### src/hw/rtl/tspc_pkg.sv
`default_nettype none

package tspc_pkg;

    localparam int TSPC_TICK_MS      = 100;
    localparam int TSPC_TRAVEL_MAX   = 250;
    localparam int TSPC_TRAVEL_RESET = 10;

    localparam int TSPC_POS_W = 17;
    localparam int TSPC_PCT_W = 7;
    localparam logic [TSPC_POS_W-1:0] TSPC_FULL_Q10 = 17'd102400;
    localparam logic [7:0] TSPC_PCT_MAX = 8'd100;

    typedef enum logic [1:0] {
        MOVE_STILL = 2'd0,
        MOVE_UP    = 2'd1,
        MOVE_DOWN  = 2'd2
    } motion_t;

endpackage

`default_nettype wire

### src/hw/rtl/timed_shutter_position_controller.sv
// Command item or tick while still: the item is registered and goes to ST_EXEC,
// which registers the result; the next input is taken only back in ST_IDLE.
// Tick while moving: ST_DIV runs before ST_EXEC registers the result; the step
// is re-derived each tick by a restoring divider, one quotient bit per cycle.
// A stalled result holds the block.
// aresetn (synchronous, active low): travel time 10 s, position unknown,
// relays off, no report pending, output channel empty.
`default_nettype none

module timed_shutter_position_controller #(
    parameter int TICK_MS = tspc_pkg::TSPC_TICK_MS
) (
    input  wire logic                          aclk,
    input  wire logic                          aresetn,

    input  wire logic                          cfg_valid,
    output logic                               cfg_ready,
    input  wire logic [7:0]                    cfg_travel_time_s,

    input  wire logic                          s_valid,
    output logic                               s_ready,
    input  wire logic                          s_func,
    input  wire logic [7:0]                    s_target_percent,
    input  wire logic                          s_link_ready,

    output logic                               m_valid,
    input  wire logic                          m_ready,
    output logic                               m_power_relay,
    output logic                               m_direction_relay,
    output tspc_pkg::motion_t                  m_motion,
    output logic                               m_report_valid,
    output logic [tspc_pkg::TSPC_PCT_W-1:0]    m_report_position
);
    import tspc_pkg::*;

    localparam int NUM    = 100 * TICK_MS * 1024;
    localparam int NUM_W  = $clog2(NUM + 1);
    localparam int CNT_W  = $clog2(NUM_W);
    localparam int STEP_W = $clog2(NUM / 1000 + 1);
    localparam int DEN_W  = $clog2(TSPC_TRAVEL_MAX * 1000 + 1);
    localparam int REM_W  = DEN_W + 1;
    localparam logic [NUM_W-1:0] NUM_VEC = NUM_W'(NUM);
    localparam logic [CNT_W-1:0] CNT_LAST = CNT_W'(NUM_W - 1);

    typedef enum logic [2:0] {
        ST_IDLE = 3'b001,
        ST_DIV  = 3'b010,
        ST_EXEC = 3'b100
    } state_t;

    state_t state_reg, state_next;
    logic [7:0] travel_reg, travel_next;

    logic [TSPC_POS_W-1:0] pos_reg, pos_next;
    logic [TSPC_PCT_W-1:0] goal_reg, goal_next;
    motion_t               move_reg, move_next;
    logic known_reg, known_next;
    logic pend_reg, pend_next;
    logic dir_reg, dir_next;
    logic pwr_reg, pwr_next;

    logic       func_reg, func_next;
    logic [7:0] tgt_reg, tgt_next;
    logic       link_reg, link_next;

    logic [CNT_W-1:0]  cnt_reg, cnt_next;
    logic [DEN_W-1:0]  rem_reg, rem_next;
    logic [STEP_W-1:0] quo_reg, quo_next;

    logic                  mv_reg, mv_next;
    logic                  o_pwr_reg, o_pwr_next;
    logic                  o_dir_reg, o_dir_next;
    motion_t               o_mot_reg, o_mot_next;
    logic                  o_rv_reg, o_rv_next;
    logic [TSPC_PCT_W-1:0] o_rp_reg, o_rp_next;

    logic [DEN_W-1:0]      den;
    logic [REM_W-1:0]      rem_sh;
    logic [REM_W-1:0]      rem_sub;
    logic [TSPC_POS_W-1:0] step;
    logic [TSPC_POS_W:0]   pos_sum;
    logic [TSPC_POS_W-1:0] tq;
    logic [TSPC_POS_W-1:0] gq;
    logic                  out_free;

    assign den      = DEN_W'(travel_reg * 18'd1000);
    assign rem_sh   = {rem_reg, NUM_VEC[cnt_reg]};
    assign rem_sub  = rem_sh - {1'b0, den};
    assign step     = (quo_reg == '0) ? TSPC_POS_W'(1) : TSPC_POS_W'(quo_reg);
    assign pos_sum  = {1'b0, pos_reg} + {1'b0, step};
    assign tq       = {tgt_reg[TSPC_PCT_W-1:0], 10'd0};
    assign gq       = {goal_reg, 10'd0};
    assign out_free = !mv_reg || m_ready;

    assign cfg_ready = 1'b1;
    assign s_ready   = (state_reg == ST_IDLE);

    assign m_valid           = mv_reg;
    assign m_power_relay     = o_pwr_reg;
    assign m_direction_relay = o_dir_reg;
    assign m_motion          = o_mot_reg;
    assign m_report_valid    = o_rv_reg;
    assign m_report_position = o_rp_reg;

    always_comb begin
        motion_t m;
        logic    apply;

        state_next  = state_reg;
        travel_next = travel_reg;
        pos_next    = pos_reg;
        goal_next   = goal_reg;
        move_next   = move_reg;
        known_next  = known_reg;
        pend_next   = pend_reg;
        dir_next    = dir_reg;
        pwr_next    = pwr_reg;
        func_next   = func_reg;
        tgt_next    = tgt_reg;
        link_next   = link_reg;
        cnt_next    = cnt_reg;
        rem_next    = rem_reg;
        quo_next    = quo_reg;
        mv_next     = mv_reg;
        o_pwr_next  = o_pwr_reg;
        o_dir_next  = o_dir_reg;
        o_mot_next  = o_mot_reg;
        o_rv_next   = o_rv_reg;
        o_rp_next   = o_rp_reg;
        m           = MOVE_STILL;
        apply       = 1'b0;

        if (cfg_valid && (cfg_travel_time_s inside {[1:TSPC_TRAVEL_MAX]})) begin
            travel_next = cfg_travel_time_s;
        end

        if (mv_reg && m_ready) begin
            mv_next = 1'b0;
        end

        case (state_reg)
            ST_IDLE: begin
                if (s_valid) begin
                    func_next = s_func;
                    tgt_next  = s_target_percent;
                    link_next = s_link_ready;
                    cnt_next  = CNT_LAST;
                    rem_next  = '0;
                    quo_next  = '0;
                    if (s_func && move_reg != MOVE_STILL) begin
                        state_next = ST_DIV;
                    end else begin
                        state_next = ST_EXEC;
                    end
                end
            end
            ST_DIV: begin
                // remainder stays below den, so it fits in DEN_W bits
                if (rem_sh >= {1'b0, den}) begin
                    rem_next = rem_sub[DEN_W-1:0];
                    quo_next = {quo_reg[STEP_W-2:0], 1'b1};
                end else begin
                    rem_next = rem_sh[DEN_W-1:0];
                    quo_next = {quo_reg[STEP_W-2:0], 1'b0};
                end
                if (cnt_reg == '0) begin
                    state_next = ST_EXEC;
                end else begin
                    cnt_next = cnt_reg - 1'b1;
                end
            end
            ST_EXEC: begin
                if (out_free) begin
                    o_rv_next = 1'b0;
                    o_rp_next = '0;
                    if (!func_reg) begin
                        if (tgt_reg > TSPC_PCT_MAX) begin
                            pend_next = 1'b1;
                        end else begin
                            apply     = 1'b1;
                            goal_next = tgt_reg[TSPC_PCT_W-1:0];
                            if (!known_reg) begin
                                m          = (tgt_reg == TSPC_PCT_MAX) ? MOVE_DOWN : MOVE_UP;
                                pos_next   = (tgt_reg == TSPC_PCT_MAX) ? '0 : TSPC_FULL_Q10;
                                known_next = 1'b1;
                            end else if (tq == pos_reg) begin
                                m = MOVE_STILL;
                            end else if (tq > pos_reg) begin
                                m = MOVE_DOWN;
                            end else begin
                                m = MOVE_UP;
                            end
                        end
                    end else begin
                        // report carries the position before this tick's advance
                        if (pend_reg && link_reg) begin
                            o_rv_next = 1'b1;
                            o_rp_next = pos_reg[TSPC_POS_W-1:10];
                            pend_next = 1'b0;
                        end
                        if (move_reg == MOVE_STILL) begin
                            dir_next = 1'b0;
                        end else if (move_reg == MOVE_UP) begin
                            pos_next = (pos_reg > step) ? pos_reg - step : '0;
                            if (pos_next <= gq) begin
                                apply = 1'b1;
                            end
                        end else begin
                            pos_next = (pos_sum > {1'b0, TSPC_FULL_Q10}) ? TSPC_FULL_Q10
                                                                         : pos_sum[TSPC_POS_W-1:0];
                            if (pos_next >= gq) begin
                                apply = 1'b1;
                            end
                        end
                    end

                    if (apply) begin
                        move_next = m;
                        if (m == MOVE_STILL) begin
                            pwr_next  = 1'b0;
                            pend_next = 1'b1;
                        end else begin
                            dir_next = (m == MOVE_UP);
                            pwr_next = 1'b1;
                        end
                    end

                    o_pwr_next = pwr_next;
                    o_dir_next = dir_next;
                    o_mot_next = move_next;
                    mv_next    = 1'b1;
                    state_next = ST_IDLE;
                end
            end
            default: begin
                state_next = ST_IDLE;
            end
        endcase
    end

    always_ff @(posedge aclk) begin
        if (!aresetn) begin
            state_reg  <= ST_IDLE;
            travel_reg <= 8'(TSPC_TRAVEL_RESET);
            pos_reg    <= '0;
            goal_reg   <= '0;
            move_reg   <= MOVE_STILL;
            known_reg  <= 1'b0;
            pend_reg   <= 1'b0;
            dir_reg    <= 1'b0;
            pwr_reg    <= 1'b0;
            mv_reg     <= 1'b0;
        end else begin
            state_reg  <= state_next;
            travel_reg <= travel_next;
            pos_reg    <= pos_next;
            goal_reg   <= goal_next;
            move_reg   <= move_next;
            known_reg  <= known_next;
            pend_reg   <= pend_next;
            dir_reg    <= dir_next;
            pwr_reg    <= pwr_next;
            mv_reg     <= mv_next;
        end
    end

    always_ff @(posedge aclk) begin
        func_reg  <= func_next;
        tgt_reg   <= tgt_next;
        link_reg  <= link_next;
        cnt_reg   <= cnt_next;
        rem_reg   <= rem_next;
        quo_reg   <= quo_next;
        o_pwr_reg <= o_pwr_next;
        o_dir_reg <= o_dir_next;
        o_mot_reg <= o_mot_next;
        o_rv_reg  <= o_rv_next;
        o_rp_reg  <= o_rp_next;
    end

endmodule

`default_nettype wire

### config.mk
export PLATFORM = sky130hd
export DESIGN_NAME = timed_shutter_position_controller
export DESIGN_NICKNAME = d
export VERILOG_FILES = /design/src/hw/rtl/tspc_pkg.sv /design/src/hw/rtl/timed_shutter_position_controller.sv
export SDC_FILE = /design/constraint.sdc
export NUM_CORES = 1
export LEC_CHECK = 0
export ABC_AREA = 0
export CELL_PAD_IN_SITES_DETAIL_PLACEMENT = 1
export CELL_PAD_IN_SITES_GLOBAL_PLACEMENT = 2
export CORE_MARGIN = 1
export CORE_UTILIZATION = 30
export CTS_CLUSTER_DIAMETER = 40
export CTS_CLUSTER_SIZE = 28
export DETAILED_ROUTE_END_ITERATION = 10
export DONT_BUFFER_PORTS = 1
export PLACE_DENSITY_LB_ADDON = 0.1
export RECOVER_POWER = 50
export SYNTH_ARGS = -nofsm -noshare
export SYNTH_HDL_FRONTEND = slang
export SYNTH_SLANG_ARGS = --single-unit
export TNS_END_PERCENT = 50
### constraint.sdc
create_clock -name aclk -period 7.1 [get_ports aclk]
set_clock_uncertainty 0.1 [all_clocks]
set_input_delay 0.71 -clock aclk [delete_from_list [all_inputs] [get_ports aclk]]
set_output_delay 0.71 -clock aclk [all_outputs]
set_load 0.1 [all_outputs]
==> metrics.csv, run 1 <==
metric;value;unit
post-synth cell types;89;
CP Data Required Time;7.10;ns
layout cells sized above 1;0.0589;
syn_area_per_cell;8.84;sq um
R2R cell count;25;
min-delay src;aresetn;
Final Instance Area;9710;sq um
Port Buffers;0;
YS warnings;0;
Die Y-Extent;176;um
Inst Count DP;1376;
worst vdd ir;0.297;mV
nets@finish;1148;
WP data arrival;6.54;ns
Fin. Hold Viols;0;
DR DRC count;0;
crit path kind;register to register;
unrepaired setup endpoints after global routing;no;
hold crit path type;input pin to register;
via count;7358;
Area growth syn-to-layout;7.12;%
TritonCTS clock tree;yes;
Worst-Skew Late Latency;0.36;ns
crit-path max FO;25;
H-tree depth;3;
max reg flops;18;
cell area power density;277;nW/um^2
Startpoint Class;register;
Tot GR Track Use;0.189;
first-pass detailed-route iteration total;4;
HPWL after detailed placement;22.3;mm
sequential area share after synthesis;0.290;
reg2reg start;travel_reg[0];
DP Area;9390;sq um
most common cell after layout, fill and taps aside;nor2_1;
setup violators final;0;
# IOs;38;
Initial Utilization;0.305;
vias per std cell;5.29;
overall power;2.69;mW
period utilisation layout;0.920;
number of global-route vias before repair;7802;
num rows;63;
slew of the pin with the lowest slew margin;1.90;ns
worst setup path endpoint;rem_reg[6];
flops & latches, synth;102;
Critical Path Start;travel_reg[0];
Static Leak;3.96;nW
Clock Path Buffers;2;
Post-synth top flop;edfxtp_1;
Ant. Diodes;0;
Syn Std Cell Area;9060;sq um
remaining antenna violation count;0;
routability congestion estimate;0.798;
Worst Setup End Kind;register;
Slew HR;-0.268;
ys async rst share;0;
r2r endpoint;rem_reg[6];
Sink Count;102;
Final Instance Count excl. Fillers;1392;
status;complete, but fails checks;
Die X;176;um
clock slew at reported path FFs;0.08;ns
Die ar.;30900;sq um
total CTS buffers;9;
largest net degree at the start of global routing;33;
most frequent cells in the layout;nor2_1, ha_1, inv_1;
Max Cap Viol;1;
global-route wire length before repair;45.0;mm
final wirelength;28.1;mm
Synth Instances;1025;
grt ovf;0;
initial antenna violation count;1;
fin. max-slew vios;33;
number of synthesized flops with an enable pin;59;
fin crit period;6.53;ns
Net Count, Synth;1176;
setup tns final;0;ns
total core area;29700;sq um
Achievable Freq;0.153;GHz
CTS Root Cell;clkbuf_16;
initial DRC count;290;
failing checks;max-capacitance violations, max-slew violations;
Routed wire per std cell;20.2;um
R2R setup slack;0.57;ns
## worst min-delay path by stage
stage,end,slack [ns],cells after the start
4_1_cts,state_reg[0],0.30,1
6_report,state_reg[0],0.32,1
2_1_floorplan,pos_reg[7],0.37,2
3_5_place_dp,pos_reg[0],0.44,2
3_3_place_gp,pos_reg[0],0.43,2
5_1_grt,state_reg[0],0.30,1
## repair_timing
item | CTS | global route
endpoints found under the setup margin | 0 | 2
buffers inserted | 0 | 0
resized for setup | 0 | 2
hold buffers | 0 | 0
## cells in the mapped netlist (all sizes together) (13+ instances only)
cell type,number,area (sq um)
inv,84,315
a31oi,14,87.6
clkbuf,34,128
a21oi,74,370
fa,25,500
nand3,18,90.1
a21o,13,97.6
and2,18,118
edfxtp,59,1770
nand2,53,206
nor4,14,109
ha,103,1290
nor3,31,160
dfxtp,43,861
nand2b,20,125
xor2,14,123
nand4,15,106
xnor2,27,236
nor2b,17,124
o21ai,51,259
nor2,124,468
## report_power, final
part,total [mW],switching (mW),internal (mW)
logic,1.38,0.823,0.556
registers,0.740,0.0634,0.677
clock network,0.567,0.272,0.295
## metrics by stage
step | worst slack (ns) | hold slack [ns] | util
floorplan | 0.846 | 0.373 | -
global placement | 0.580 | 0.425 | 0.316
detailed placement | 0.430 | 0.437 | 0.316
CTS | 0.383 | 0.300 | 0.327
global route | 0.0505 | 0.302 | 0.327
finish | 0.567 | 0.323 | 0.327
## logic make-up after synthesis
family	count (synthesis)	share of synthesized area
and+or+nand+nor	353	0.201
AOI/OAI and AO/OA	255	0.197
buffers and inverters	132	0.0596
adders and majority gates	128	0.197
DFF	102	0.290
xor gates and xnor gates	41	0.0396
muxes	13	0.0145
other	1	0.000414
## metal layers
metal | GRT usage | vias up | share of wire
li1 | - | 3618 | -
met1 | 0.245 | 3638 | 0.47
met2 | 0.328 | 75 | 0.49
met3 | 0.0262 | 25 | 0.023
met4 | 0.0518 | 2 | 0.023
met5 | 0 | - | 0.00032
## final cells by class
type,count,area (sq um)
inverters,87,327
multi-input cells,791,5900
clock inverters,6,87.6
well taps,390,488
clock buffers,10,239
fillers,3473,20000
flip-flops and latches,102,2630
repair buffers,6,37.5
## worst max-delay path, stage by stage, from the launching register on
cell	delay, ns
dfxtp_1	0.48
fa_1	0.50
inv_1	0.10
fa_1	0.45
fa_1	0.52
inv_1	0.05
fa_1	0.45
ha_1	0.32
o21ai_0	0.13
a21oi_1	0.13
o21ai_0	0.21
a21boi_0	0.13
o21a_1	0.18
o21ai_0	0.25
nor4b_1	0.26
nor3_1	0.11
ha_1	0.34
nand3_1	0.14
nor3_1	0.06
a211oi_1	0.34
o21ai_1	0.22
a21oi_2	0.14
buf_4	0.28
and3b_1	0.21
a21oi_1	0.11
nor2_1	0.05
No activity file was read; power rests on OpenSTA's default activity.
==> run 2, diff against run 1 <==
--- a/config.mk
+++ b/config.mk
@@ -15,7 +15,6 @@
 export DETAILED_ROUTE_END_ITERATION = 10
 export DONT_BUFFER_PORTS = 1
 export PLACE_DENSITY_LB_ADDON = 0.1
-export RECOVER_POWER = 50
 export SYNTH_ARGS = -nofsm -noshare
 export SYNTH_HDL_FRONTEND = slang
 export SYNTH_SLANG_ARGS = --single-unit
==> metrics.csv, run 2 (synthesis results as in run 1) <==
metric;value;unit
Port Buffers;0;
DP Area;9390;sq um
Tot GR Track Use;0.189;
Die Y-Extent;176;um
crit path kind;register to register;
Die ar.;30900;sq um
Die X;176;um
worst vdd ir;0.297;mV
DR DRC count;0;
HPWL after detailed placement;22.3;mm
number of global-route vias before repair;7802;
Routed wire per std cell;20.2;um
remaining antenna violation count;0;
unrepaired setup endpoints after global routing;no;
clock slew at reported path FFs;0.08;ns
fin crit period;6.53;ns
Static Leak;3.97;nW
Inst Count DP;1376;
Worst Setup End Kind;register;
Sink Count;102;
period utilisation layout;0.920;
Max Cap Viol;0;
Clock Path Buffers;2;
Final Instance Area;9720;sq um
Area growth syn-to-layout;7.21;%
initial antenna violation count;1;
hold crit path type;input pin to register;
largest net degree at the start of global routing;33;
fin. max-slew vios;0;
overall power;2.69;mW
fin worst setup slack;0.568;ns
Final Instance Count excl. Fillers;1392;
total CTS buffers;9;
Initial Utilization;0.305;
slew of the pin with the lowest slew margin;1.01;ns
Startpoint Class;register;
global-route wire length before repair;45.0;mm
initial DRC count;292;
H-tree depth;3;
Slew HR;0.322;
setup tns final;0;ns
Fin. Hold Viols;0;
crit-path max FO;25;
layout cells sized above 1;0.0609;
first-pass detailed-route iteration total;4;
TritonCTS clock tree;yes;
Ant. Diodes;0;
nets@finish;1148;
setup violators final;0;
most frequent cells in the layout;nor2_1, ha_1, inv_1;
Worst-Skew Late Latency;0.36;ns
max reg flops;18;
grt ovf;0;
num rows;63;
CTS Root Cell;clkbuf_16;
CTS Hold Bufs;0;
cell area power density;276;nW/um^2
status;completed;
# Post-CTS Setup Buffers;0;
final wirelength;28.1;mm
CTS resizes;0;
most common cell after layout, fill and taps aside;nor2_1;
Achievable Freq;0.153;GHz
pre-CTS setup slack;0.430;ns
total core area;29700;sq um
WP data arrival;6.54;ns
CP Data Required Time;7.10;ns
# IOs;38;
vias per std cell;5.28;
routability congestion estimate;0.798;
via count;7352;
-- run 2: stage by stage --
step | hold slack [ns] | utilization
3_3_place_gp | 0.425 | 0.316
2_1_floorplan | 0.373 | -
6_report | 0.323 | 0.327
4_1_cts | 0.300 | 0.327
3_5_place_dp | 0.437 | 0.316
5_1_grt | 0.302 | 0.327
-- run 2: metal layers --
metal  track usage  up-vias  part of all wire
li1              -     3618                 -
met3        0.0262       25             0.021
met2         0.328       72              0.49
met5             0        -           0.00032
met4        0.0518        2             0.023
met1         0.245     3635              0.47
-- run 2: worst paths after layout --
kind | startpoint | to | slack [ns] | depth (start not counted)
setup reg to reg | travel_reg[0] | rem_reg[6] | 0.57 | 25
hold reg to reg | pos_reg[7] | pos_reg[7] | 0.45 | 2
setup / recovery | travel_reg[0] | rem_reg[6] | 0.57 | 25
hold / removal | aresetn | state_reg[0] | 0.32 | 1
-- run 2: final cells by class --
cell class	count	area, sq um
Timing Repair Buffer	6	45.0
Tap cell	390	488
Fill cell	3473	20000
Inverter	87	327
Clock inverter	6	87.6
Sequential cell	102	2630
Multi-Input combinational cell	791	5900
Clock buffer	10	239
-- run 2: where the power goes --
part / switching, mW / internal (mW) / total (mW)
logic: 0.823 / 0.558 / 1.38
clock network: 0.272 / 0.295 / 0.567
registers: 0.0634 / 0.675 / 0.739
total: 1.16 / 1.53 / 2.69
-- run 2: worst max-delay path, cell delays in order, from the launching register on --
cell	delay, ns
dfxtp_1	0.48
fa_1	0.50
inv_1	0.10
fa_1	0.45
fa_1	0.52
inv_1	0.05
fa_1	0.45
ha_1	0.32
o21ai_0	0.13
a21oi_1	0.13
o21ai_0	0.21
a21boi_0	0.13
o21a_1	0.18
o21ai_0	0.25
nor4b_1	0.26
nor3_1	0.11
ha_1	0.34
nand3_1	0.14
nor3_1	0.06
a211oi_1	0.34
o21ai_1	0.22
a21oi_2	0.14
buf_4	0.28
and3b_1	0.21
a21oi_1	0.11
nor2_1	0.05
==> run 3, diff against run 2 <==
--- a/config.mk
+++ b/config.mk
@@ -18,4 +18,4 @@
 export SYNTH_ARGS = -nofsm -noshare
 export SYNTH_HDL_FRONTEND = slang
 export SYNTH_SLANG_ARGS = --single-unit
-export TNS_END_PERCENT = 50
+export TNS_END_PERCENT = 30
==> constraint.sdc (replaced) <==
create_clock -name aclk -period 7.1 [get_ports aclk]
set_clock_uncertainty 0.1 [all_clocks]
set_input_delay 1.065 -clock aclk [delete_from_list [all_inputs] [get_ports aclk]]
set_output_delay 1.065 -clock aclk [all_outputs]
set_load 0.1 [all_outputs]
==> metrics.csv, run 3 (synthesis results as in run 1) <==
metric;value;unit
most common cell after layout, fill and taps aside;nor2_1;
cell area power density;273;nW/um^2
number of global-route vias before repair;7820;
total core area;29700;sq um
final wirelength;28.1;mm
worst stage delay on the critical path;0.52;ns
CP Data Required Time;7.11;ns
hold crit path type;register to register;
Startpoint Class;register;
Worst-Skew Late Latency;0.37;ns
via count;7344;
max reg flops;18;
unrepaired setup endpoints after global routing;no;
grt ovf;0;
Port Buffers;0;
Die Y-Extent;176;um
WP data arrival;6.46;ns
most frequent cells in the layout;nor2_1, ha_1, inv_1;
Initial Utilization;0.305;
Clock Path Buffers;2;
setup tns final;0;ns
layout cells sized above 1;0.0609;
Top delay family on crit path;adder cells;
Tot GR Track Use;0.188;
nets@finish;1148;
CTS Root Cell;clkbuf_16;
HPWL after detailed placement;22.3;mm
# Post-CTS Setup Buffers;0;
slew of the pin with the lowest slew margin;1.13;ns
Area growth syn-to-layout;6.93;%
min-delay src;pend_reg;
worst vdd ir;0.288;mV
vias per std cell;5.27;
CTS resizes;0;
post-layout util;0.326;
num rows;63;
area of the multi-input gates;5900;sq um
Routed wire per std cell;20.2;um
period utilisation layout;0.909;
crit path kind;register to register;
Max Cap Viol;0;
Achievable Freq;0.155;GHz
initial DRC count;264;
first-pass detailed-route iteration total;4;
routability congestion estimate;0.803;
DR DRC count;0;
reg2reg start;travel_reg[0];
global-route wire length before repair;44.6;mm
Top cell by count, worst path;fa_1;
Die X;176;um
clock slew at reported path FFs;0.08;ns
buffers and inverters on the worst path;3;
status;completed;
initial antenna violation count;1;
remaining antenna violation count;0;
total CTS buffers;9;
fin. max-slew vios;0;
Critical Path Start;travel_reg[0];
crit-path max FO;25;
Filler cells;3471;
Static Leak;3.95;nW
largest net degree at the start of global routing;33;
FF+latch area;2630;sq um
Fin. Hold Viols;0;
fin crit period;6.45;ns
CTS Hold Bufs;0;
Sink Count;102;
TritonCTS clock tree;yes;
Worst Setup End Kind;register;
Slew HR;0.241;
setup violators final;0;
slowest stage cell on the critical path;fa_1;
# IOs;38;
H-tree depth;3;
Die ar.;30900;sq um
run 3: changes by cell type in the layout (fill, tap and decap cells not counted), sizes merged:
cell	change
diode	+1
clkinvlp	+1
bufinv	-1
run 3: worst min-delay path, stage by stage, from the launching register on:
cell and delay (ns):
dfxtp_1 0.33, nand2b_1 0.07, a41oi_1 0.10
run 3: metrics by stage:
step,hold WS [ns],std cells,worst slack [ns],power (mW),instance area [sq um]
3_5_place_dp,0.430,1376,0.365,2.15,9390
6_report,0.437,1393,0.647,2.65,9690
4_1_cts,0.446,1392,0.313,2.69,9680
2_1_floorplan,0.373,1025,0.846,1.82,9060
5_1_grt,0.482,1392,0.0777,2.88,9690
3_3_place_gp,0.429,1376,0.577,2.16,9390
run 3: final cells by class:
cell class	instances	share of cell area
tap	390	0.0503
clock buffer	10	0.0236
clock inverter	6	0.00671
sequential	102	0.272
antenna	1	0.000258
timing repair buffer	6	0.00465
inverter	87	0.0337
multi-input combinational	791	0.609
run 3: per-layer routing:
layer / wire, um / track usage
met1: 13300 / 0.242
met2: 13400 / 0.325
met3: 657 / 0.0238
met4: 630 / 0.0565
met5: 0 / 0
run 3: path summary, 6_finish.rpt:
check	cells past startpoint	end	slack (ns)
min	2	pend_reg	0.44
max reg2reg	25	rem_reg[6]	0.65
max	25	rem_reg[6]	0.65
min reg2reg	2	pend_reg	0.44
run 3: report_power, final:
group | switching (mW) | internal [mW]
Clock | 0.269 | 0.250
Sequential | 0.0632 | 0.675
Combinational | 0.830 | 0.558
Total | 1.16 | 1.48
